--- src/rtl/gfs_pkg.sv ---
package gfs_pkg;

    localparam int ADDR_W       = 5;
    localparam int SCALE_DENOM  = 10;
    localparam int ROW_PIX_MAX  = 40;

    localparam logic [5:0] SCALE_MIN  = 6'd5;
    localparam logic [5:0] SCALE_MAX  = 6'd50;
    localparam logic [3:0] WIDTH_MAX  = 4'd8;
    localparam logic [5:0] HEIGHT_MAX = 6'd32;

    // floor(x / 10) as (x * 52429) >> 19, exact for x below 43690
    localparam logic [15:0] DIV10_RECIP = 16'd52429;
    localparam int          DIV10_SHIFT = 19;

    localparam logic [2:0] REG_SCALE    = 3'd0;
    localparam logic [2:0] REG_FWIDTH   = 3'd1;
    localparam logic [2:0] REG_FHEIGHT  = 3'd2;
    localparam logic [2:0] REG_SCR_W    = 3'd3;
    localparam logic [2:0] REG_SCR_H    = 3'd4;
    localparam logic [2:0] REG_BACK     = 3'd5;

    // shared multiplier step codes
    localparam logic [3:0] STEP_SW   = 4'd0;
    localparam logic [3:0] STEP_SH   = 4'd1;
    localparam logic [3:0] STEP_SY   = 4'd2;
    localparam logic [3:0] STEP_LIM  = 4'd3;
    localparam logic [3:0] STEP_COL0 = 4'd4;
    localparam logic [3:0] STEP_COL7 = 4'd11;
    localparam logic [3:0] STEP_LAST = 4'd12;

    typedef enum logic [1:0] {
        ST_IDLE,
        ST_CALC,
        ST_MASK,
        ST_EMIT
    } state_t;

    typedef struct packed {
        logic [5:0]  scale;
        logic [3:0]  fwidth;
        logic [5:0]  fheight;
        logic [15:0] scr_w;
        logic [15:0] scr_h;
        logic [31:0] back;
    } cfg_t;

    function automatic logic [8:0] div10(input logic [11:0] x);
        logic [27:0] p;
        p = x * DIV10_RECIP;
        return p[27:DIV10_SHIFT];
    endfunction

    function automatic logic [ROW_PIX_MAX-1:0] lowmask(input logic [5:0] k);
        logic [ROW_PIX_MAX-1:0] ones;
        ones = '1;
        return ~(ones << k);
    endfunction

endpackage

--- src/rtl/glyph_row_fractional_scaler_top.sv ---
// channel | direction | handshake            | payload
// in      | input     | in_valid / in_stall   | glyph_bits, origin_x, origin_y, fore_color_in
// out     | output    | out_valid / out_stall | pixel_y .. char_done, one transfer per scaled row
// cfg     | input     | apb psel / penable    | six registers at byte address 4*i
//
// no new item is taken while one is in work: in_stall stays high from acceptance until idle,
// through 13 sequencer steps on one shared multiplier (12 products for width, height, start
// row, row limit and column edges), a mask state and an emit state for 0 to 5 scaled rows
// rst_n clears the sequencer, the row counter and out_valid; registers take reset values
// a stall on out holds the output register and the sequencer waits for it
module glyph_row_fractional_scaler_top (
    input  logic                       clk,
    input  logic                       rst_n,
    input  logic                       psel,
    input  logic                       penable,
    input  logic                       pwrite,
    input  logic [gfs_pkg::ADDR_W-1:0] paddr,
    input  logic [31:0]                pwdata,
    output logic [31:0]                prdata,
    output logic                       pready,
    input  logic                       in_valid,
    output logic                       in_stall,
    input  logic [7:0]                 glyph_bits,
    input  logic [15:0]                origin_x,
    input  logic [15:0]                origin_y,
    input  logic [31:0]                fore_color_in,
    output logic                       out_valid,
    input  logic                       out_stall,
    output logic [16:0]                pixel_y,
    output logic [15:0]                pixel_x,
    output logic [39:0]                fore_mask,
    output logic [39:0]                visible_mask,
    output logic [5:0]                 row_width,
    output logic [31:0]                fore_color,
    output logic [31:0]                back_color_out,
    output logic                       last_of_run,
    output logic                       char_done
);
    import gfs_pkg::*;

    cfg_t cfg;

    state_t state_reg, state_next;
    logic [3:0]  step_reg, step_next;
    logic [4:0]  srow_reg, srow_next;
    logic        out_valid_reg, out_valid_next;

    logic [7:0]  glyph_reg;
    logic [15:0] ox_reg;
    logic [15:0] oy_reg;
    logic [31:0] fc_reg;
    logic [11:0] prod_reg, prod_next;
    logic [5:0]  sw_reg, sw_next;
    logic [7:0]  sh_reg, sh_next;
    logic [7:0]  sy_reg, sy_next;
    logic [10:0] lim_reg, lim_next;
    logic [5:0]  cstart_reg, cstart_next;
    logic [39:0] fmask_reg, fmask_next;
    logic [39:0] vmask_reg, vmask_next;

    logic [16:0] py_reg;
    logic [39:0] fm_reg;
    logic [39:0] vm_reg;
    logic [31:0] fco_reg;
    logic [31:0] bco_reg;
    logic [5:0]  rw_reg;
    logic [15:0] px_reg;
    logic        last_reg;
    logic        done_reg;

    logic        accept;
    logic        out_free;
    logic [5:0]  mul_a;
    logic [3:0]  mul_add;
    logic [3:0]  wb_step;
    logic [8:0]  quot;
    logic [2:0]  col;
    logic [8:0]  sw_raw;
    logic [15:0] vis_room;
    logic [5:0]  vis_cnt;
    logic [11:0] sy10;
    logic [11:0] sy10_nx;
    logic [7:0]  sy_inc;
    logic        row_ok;
    logic        next_ok;
    logic        load;
    logic [16:0] py_calc;

    gfs_cfg u_cfg (
        .clk     (clk),
        .rst_n   (rst_n),
        .psel    (psel),
        .penable (penable),
        .pwrite  (pwrite),
        .paddr   (paddr),
        .pwdata  (pwdata),
        .prdata  (prdata),
        .pready  (pready),
        .cfg     (cfg)
    );

    assign in_stall = (state_reg != ST_IDLE);
    assign accept   = in_valid && (state_reg == ST_IDLE);
    assign out_free = !out_valid_reg || !out_stall;

    // shared multiplier operand select
    always_comb
    begin
        case (step_reg)
            STEP_SW:
            begin
                mul_a   = {2'd0, cfg.fwidth};
                mul_add = 4'd0;
            end
            STEP_SH:
            begin
                mul_a   = cfg.fheight;
                mul_add = 4'd0;
            end
            STEP_SY:
            begin
                mul_a   = {1'b0, srow_reg};
                mul_add = 4'(SCALE_DENOM - 1);
            end
            STEP_LIM:
            begin
                mul_a   = {1'b0, srow_reg} + 6'd1;
                mul_add = 4'd0;
            end
            default:
            begin
                mul_a   = {2'd0, step_reg - STEP_COL0} + 6'd1;
                mul_add = 4'(SCALE_DENOM - 1);
            end
        endcase
    end

    assign wb_step  = step_reg - 4'd1;
    assign quot     = div10(prod_reg);
    assign col      = 3'(wb_step - STEP_COL0);
    assign sw_raw   = quot;
    assign vis_room = cfg.scr_w - ox_reg;
    assign vis_cnt  = (vis_room < {10'd0, sw_reg}) ? vis_room[5:0] : sw_reg;

    assign sy10    = ({4'd0, sy_reg} << 3) + ({4'd0, sy_reg} << 1);
    assign sy10_nx = sy10 + 12'(SCALE_DENOM);
    assign sy_inc  = sy_reg + 8'd1;
    assign row_ok  = (sy_reg < sh_reg) && (sy10 < {1'b0, lim_reg});
    assign next_ok = (sy_inc < sh_reg) && (sy10_nx < {1'b0, lim_reg});
    assign load    = (state_reg == ST_EMIT) && row_ok && out_free;
    assign py_calc = {1'b0, oy_reg} + {9'd0, sy_reg};

    // next state
    always_comb
    begin
        state_next = state_reg;
        case (state_reg)
            ST_IDLE: if (accept) state_next = ST_CALC;
            ST_CALC: if (step_reg == STEP_LAST) state_next = ST_MASK;
            ST_MASK: state_next = ST_EMIT;
            ST_EMIT: if (!row_ok) state_next = ST_IDLE;
            default: state_next = ST_IDLE;
        endcase
    end

    // datapath and counters
    always_comb
    begin
        step_next      = step_reg;
        srow_next      = srow_reg;
        prod_next      = prod_reg;
        sw_next        = sw_reg;
        sh_next        = sh_reg;
        sy_next        = sy_reg;
        lim_next       = lim_reg;
        cstart_next    = cstart_reg;
        fmask_next     = fmask_reg;
        vmask_next     = vmask_reg;
        out_valid_next = out_valid_reg && out_stall;
        case (state_reg)
            ST_IDLE:
            begin
                step_next   = STEP_SW;
                cstart_next = 6'd0;
                fmask_next  = '0;
            end
            ST_CALC:
            begin
                step_next = step_reg + 4'd1;
                prod_next = 12'(mul_a * cfg.scale) + {8'd0, mul_add};
                if (step_reg != STEP_SW)
                begin
                    case (wb_step)
                        STEP_SW:  sw_next = (sw_raw > 9'(ROW_PIX_MAX)) ?
                                            6'(ROW_PIX_MAX) : sw_raw[5:0];
                        STEP_SH:  sh_next = quot[7:0];
                        STEP_SY:  sy_next = quot[7:0];
                        STEP_LIM: lim_next = prod_reg[10:0];
                        default:
                        begin
                            if (wb_step <= STEP_COL7)
                            begin
                                if (glyph_reg[col])
                                begin
                                    fmask_next = fmask_reg | (lowmask(quot[5:0]) &
                                                 ~lowmask(cstart_reg));
                                end
                                cstart_next = quot[5:0];
                            end
                        end
                    endcase
                end
            end
            ST_MASK:
            begin
                fmask_next = fmask_reg & lowmask(sw_reg);
                vmask_next = (ox_reg >= cfg.scr_w) ? '0 : lowmask(vis_cnt);
            end
            ST_EMIT:
            begin
                if (load)
                begin
                    sy_next        = sy_inc;
                    out_valid_next = 1'b1;
                end
                if (!row_ok)
                begin
                    srow_next = (({1'b0, srow_reg} + 6'd1) >= cfg.fheight) ?
                                5'd0 : srow_reg + 5'd1;
                end
            end
            default: ;
        endcase
    end

    always_ff @(posedge clk or negedge rst_n)
    begin
        if (!rst_n)
        begin
            state_reg     <= ST_IDLE;
            step_reg      <= STEP_SW;
            srow_reg      <= 5'd0;
            out_valid_reg <= 1'b0;
        end
        else
        begin
            state_reg     <= state_next;
            step_reg      <= step_next;
            srow_reg      <= srow_next;
            out_valid_reg <= out_valid_next;
        end
    end

    always_ff @(posedge clk)
    begin
        if (accept)
        begin
            glyph_reg <= glyph_bits;
            ox_reg    <= origin_x;
            oy_reg    <= origin_y;
            fc_reg    <= fore_color_in;
        end
        prod_reg   <= prod_next;
        sw_reg     <= sw_next;
        sh_reg     <= sh_next;
        sy_reg     <= sy_next;
        lim_reg    <= lim_next;
        cstart_reg <= cstart_next;
        fmask_reg  <= fmask_next;
        vmask_reg  <= vmask_next;
        if (load)
        begin
            py_reg   <= py_calc;
            px_reg   <= ox_reg;
            fm_reg   <= fmask_reg;
            vm_reg   <= (py_calc < {1'b0, cfg.scr_h}) ? vmask_reg : '0;
            rw_reg   <= sw_reg;
            fco_reg  <= fc_reg;
            bco_reg  <= cfg.back;
            last_reg <= !next_ok;
            done_reg <= (sy_inc == sh_reg);
        end
    end

    assign out_valid      = out_valid_reg;
    assign pixel_y        = py_reg;
    assign pixel_x        = px_reg;
    assign fore_mask      = fm_reg;
    assign visible_mask   = vm_reg;
    assign row_width      = rw_reg;
    assign fore_color     = fco_reg;
    assign back_color_out = bco_reg;
    assign last_of_run    = last_reg;
    assign char_done      = done_reg;

endmodule

--- src/rtl/gfs_cfg.sv ---
module gfs_cfg (
    input  logic                       clk,
    input  logic                       rst_n,
    input  logic                       psel,
    input  logic                       penable,
    input  logic                       pwrite,
    input  logic [gfs_pkg::ADDR_W-1:0] paddr,
    input  logic [31:0]                pwdata,
    output logic [31:0]                prdata,
    output logic                       pready,
    output gfs_pkg::cfg_t              cfg
);
    import gfs_pkg::*;

    logic [5:0]  scale_reg;
    logic [3:0]  fwidth_reg;
    logic [5:0]  fheight_reg;
    logic [15:0] scr_w_reg;
    logic [15:0] scr_h_reg;
    logic [31:0] back_reg;
    logic        wr_en;
    logic [2:0]  idx;

    assign pready = 1'b1;
    assign wr_en  = psel && penable && pwrite;
    assign idx    = paddr[4:2];

    always_ff @(posedge clk or negedge rst_n)
    begin
        if (!rst_n)
        begin
            scale_reg   <= 6'd10;
            fwidth_reg  <= 4'd8;
            fheight_reg <= 6'd16;
            scr_w_reg   <= 16'd1024;
            scr_h_reg   <= 16'd768;
            back_reg    <= 32'd0;
        end
        else if (wr_en)
        begin
            case (idx)
                REG_SCALE:   scale_reg   <= pwdata[5:0];
                REG_FWIDTH:  fwidth_reg  <= pwdata[3:0];
                REG_FHEIGHT: fheight_reg <= pwdata[5:0];
                REG_SCR_W:   scr_w_reg   <= pwdata[15:0];
                REG_SCR_H:   scr_h_reg   <= pwdata[15:0];
                REG_BACK:    back_reg    <= pwdata;
                default:     ;
            endcase
        end
    end

    always_comb
    begin
        case (idx)
            REG_SCALE:   prdata = {26'd0, scale_reg};
            REG_FWIDTH:  prdata = {28'd0, fwidth_reg};
            REG_FHEIGHT: prdata = {26'd0, fheight_reg};
            REG_SCR_W:   prdata = {16'd0, scr_w_reg};
            REG_SCR_H:   prdata = {16'd0, scr_h_reg};
            REG_BACK:    prdata = back_reg;
            default:     prdata = 32'd0;
        endcase
    end

    // copies for the datapath, with scale, width and height saturated to their ranges
    always_comb
    begin
        cfg.scale   = (scale_reg < SCALE_MIN) ? SCALE_MIN :
                      ((scale_reg > SCALE_MAX) ? SCALE_MAX : scale_reg);
        cfg.fwidth  = (fwidth_reg == 4'd0) ? 4'd1 :
                      ((fwidth_reg > WIDTH_MAX) ? WIDTH_MAX : fwidth_reg);
        cfg.fheight = (fheight_reg == 6'd0) ? 6'd1 :
                      ((fheight_reg > HEIGHT_MAX) ? HEIGHT_MAX : fheight_reg);
        cfg.scr_w   = scr_w_reg;
        cfg.scr_h   = scr_h_reg;
        cfg.back    = back_reg;
    end

endmodule
--- config.mk ---
export PLATFORM = sky130hd
export DESIGN_NAME = glyph_row_fractional_scaler_top
export DESIGN_NICKNAME = d
export VERILOG_FILES = /design/src/rtl/gfs_pkg.sv /design/src/rtl/glyph_row_fractional_scaler_top.sv /design/src/rtl/gfs_cfg.sv
export SDC_FILE = /design/constraint.sdc
export NUM_CORES = 1
export LEC_CHECK = 0
export BUFFER_PORTS_ARGS = -buffer_cell sky130_fd_sc_hd__buf_2
export CAP_MARGIN = 20
export CELL_PAD_IN_SITES_DETAIL_PLACEMENT = 2
export CELL_PAD_IN_SITES_GLOBAL_PLACEMENT = 2
export CORE_ASPECT_RATIO = 2
export CORE_MARGIN = 2
export CORE_UTILIZATION = 40
export DETAILED_ROUTE_END_ITERATION = 10
export GPL_TIMING_DRIVEN = 1
export HOLD_SLACK_MARGIN = 0.06
export PLACE_DENSITY_LB_ADDON = 0.1
export SYNTH_ARGS = -nofsm -noshare
export SYNTH_HDL_FRONTEND = slang
export SYNTH_SLANG_ARGS = --single-unit
--- constraint.sdc ---
create_clock -name clk -period 15.4 [get_ports clk]
set_input_delay 1.54 -clock clk [delete_from_list [all_inputs] [get_ports clk]]
set_output_delay 1.54 -clock clk [all_outputs]
set_load 0.05 [all_outputs]
==> impl_metrics.env <==
export IMPL_antenna_found_initial=6
export IMPL_crit_path_end_kind="flop"
export IMPL_skew_ns=0.0270
export IMPL_routed_wl_mm=81.4
export IMPL_via_per_inst=5.39
export IMPL_die_width_um=185
export IMPL_synth_area_leaders="edfxtp_1 (44%), ha_1 (10%), dfrtp_1 (8.1%), fa_1 (4.7%), mux2_2 (3.2%)"
export IMPL_r2r_start="prod_reg[10]$_DFFE_PP_"
export IMPL_grt_max_degree=82
export IMPL_reg2reg_to="fmask_reg[30]$_DFFE_PP_"
export IMPL_grt_overflow=0
export IMPL_fin_crit_sh_pct=46.9
export IMPL_drive_gt1_share_pct=21.6
export IMPL_syn_area_per_cell_um2=11.9
export IMPL_holdPathEnd="fore_color[15]$_DFFE_PP_"
export IMPL_async_flop_share_pct=19.2
export IMPL_postCtsResizedCells=0
export IMPL_whs_path_depth=0
export IMPL_synth_edff_count=388
export IMPL_cp_arrival_ns=7.70
export IMPL_grt_use_total_pct=24.3
export IMPL_postCtsHoldBufs=0
export IMPL_firstDrtPassIters=5
export IMPL_clk_pin_slew_ns=0.07
export IMPL_grt_pass1_vias=20900
export IMPL_drt_iter0_drc=826
export IMPL_critPathRequiredTime_ns=15.87
export IMPL_initial_core_util_pct=40.3
export IMPL_wl_per_cell_um=23.6
export IMPL_hold_class="reg2reg"
export IMPL_die_area_um2=68000
export IMPL_min_period_ns=7.23
export IMPL_synthCells=2204
export IMPL_cp_max_fo=13
export IMPL_syn_num_nets=2595
export IMPL_yosys_register_bits=480
export IMPL_yosysWarningCount=0
export IMPL_fin_tns_setup_ns=0
export IMPL_final_common_cell="edfxtp_1"
export IMPL_netlist_area_leader_share_pct=44.3
export IMPL_syn_area_um2=26300
export IMPL_slew_viol_final=0
export IMPL_grt_pass1_wl_mm=126
export IMPL_drc=0
export IMPL_htreeDepth=2
export IMPL_layout_common_cells="edfxtp_1 (388), buf_2 (331), inv_1 (220), ha_1 (210), nand2_1 (169)"
export IMPL_diodes=0
export IMPL_synth_distinct_cells=83
export IMPL_clockBufferDepth=3
export IMPL_tightest_slew_ns=1.07
export IMPL_ys_seq_area_share_pct=53.0
export IMPL_register_area_um2=14000
export IMPL_final_nets=2919
export IMPL_syn_to_final_growth_pct=16.3
export IMPL_cts_sinks=480
export IMPL_critPathLaunchType="flop"
export IMPL_rsz0062_at_grt="false"
export IMPL_hpwlAfterDp_mm=61.5
export IMPL_r2r_slack_ns=8.17
export IMPL_synth_ff_type="edfxtp_1"
export IMPL_core_area_um2=65400
export IMPL_crit_type="reg2reg"
export IMPL_numCtsBuffers=47
export IMPL_die_y_um=367
export IMPL_num_rows=133
export IMPL_min_delay_start="fc_reg[15]$_DFFE_PP_"
export IMPL_gp_congestion=0.841
export IMPL_maxCapViolCount=0
export IMPL_cts_tree="done"
export IMPL_setup_viol_count_final=0
export IMPL_multi_input_area_um2=11300
export IMPL_cts_setup_buffers=0
export IMPL_ant_nets=0
export IMPL_cts_root_buffer="clkbuf_16"
export IMPL_hold_viol=0
export IMPL_status="complete, no violations"
export IMPL_fmax_ghz=0.138
export IMPL_slew_headroom_pct=28.4
export IMPL_fill_cells=6610
export IMPL_utilization_pct=46.8
export IMPL_clock_latency_ns=0.60
export IMPL_portBuffers=332
export IMPL_route_vias_total=18600
export IMPL_yosysTopAreaCell="edfxtp_1"
export IMPL_ios=336
export IMPL_r2r_cells=18
-- synthesized netlist by cell type (12+ instances only) --
library cell  count
mux2i_1          26
edfxtp_1        388
o21a_1           15
nand2b_1         17
nand2_1         169
nor2b_1          21
a21oi_1          99
and2_1           57
clkbuf_1         70
a211oi_1         31
nor2_1          117
a21o_1           27
fa_1             62
nor3_1           24
o211ai_1         20
o21bai_1         14
dfrtp_1          85
inv_1           220
ha_1            213
xnor2_1          45
xor2_1           24
and3_1           28
nand3_1          45
mux2_2           75
o21ai_0         116
nand4_1          12
-- worst max-delay path, stage by stage, from the launching register on --
cell	delay, ns
edfxtp_1	0.50
inv_1	0.08
ha_1	0.34
fa_1	0.66
fa_1	0.47
fa_1	0.50
fa_1	0.54
inv_1	0.04
ha_1	0.32
and4_1	0.24
and3_1	0.18
a211oi_1	0.45
a21oi_1	0.22
o41ai_1	0.34
nand2_1	0.44
inv_1	0.50
nor2_1	0.18
a2111oi_0	0.76
o221a_2	0.33
-- metal layers --
metal,track usage (%),up-vias,part of all wire (%)
met1,29.2,9408,40
met2,43.5,444,52
li1,-,8561,-
met5,0,-,0.10
met3,4.46,128,5.3
met4,7.20,12,3.0
-- cell type report --
class	count	area share (%)
Sequential cell	480	45.6
Multi-Input combinational cell	1420	36.8
Timing Repair Buffer	356	6.03
Clock buffer	64	4.32
Tap cell	877	3.58
Inverter	223	2.73
Clock inverter	23	0.899
-- worst max path at each step --
stage | start | endpoint
4_1_cts | prod_reg[6]$_DFFE_PP_ | fmask_reg[30]$_DFFE_PP_
3_5_place_dp | prod_reg[6]$_DFFE_PP_ | fmask_reg[30]$_DFFE_PP_
6_report | prod_reg[10]$_DFFE_PP_ | fmask_reg[30]$_DFFE_PP_
3_3_place_gp | prod_reg[10]$_DFFE_PP_ | fmask_reg[30]$_DFFE_PP_
2_1_floorplan | sy_reg[2]$_DFFE_PP_ | back_color_out[0]$_DFFE_PP_
5_1_grt | prod_reg[10]$_DFFE_PP_ | fmask_reg[30]$_DFFE_PP_
-- cell families (layout without fill, tap and decap cells) --
family          after synthesis  count (layout)  share of synthesized area, %
simple gates                537             537                          9.89
mux                         109             109                          4.80
fa+ha+maj                   275             275                          14.8
other cells                   1               1                        0.0142
buf+inv                     304             666                          4.46
compound gates              429             429                          10.7
xor+xnor                     69              69                          2.30
flops                       480             480                          53.0
-- per-stage QoR --
| step | cells | hold slack, ns | instance area, um^2 | setup WS (ns) |
|---|---|---|---|---|
| 5_1_grt | 3443 | 0.428 | 30600 | 7.77 |
| 3_5_place_dp | 3355 | 0.409 | 29000 | 8.13 |
| 4_1_cts | 3442 | 0.425 | 30600 | 8.13 |
| 3_3_place_gp | 3354 | 0.400 | 29000 | 8.25 |
| 2_1_floorplan | 2204 | 0.400 | 26300 | 2.24 |
| 6_report | 3443 | 0.422 | 30600 | 8.17 |
Power is not shown: default switching activity piles up to over one toggle a cycle in this logic, so the estimate is an artifact.
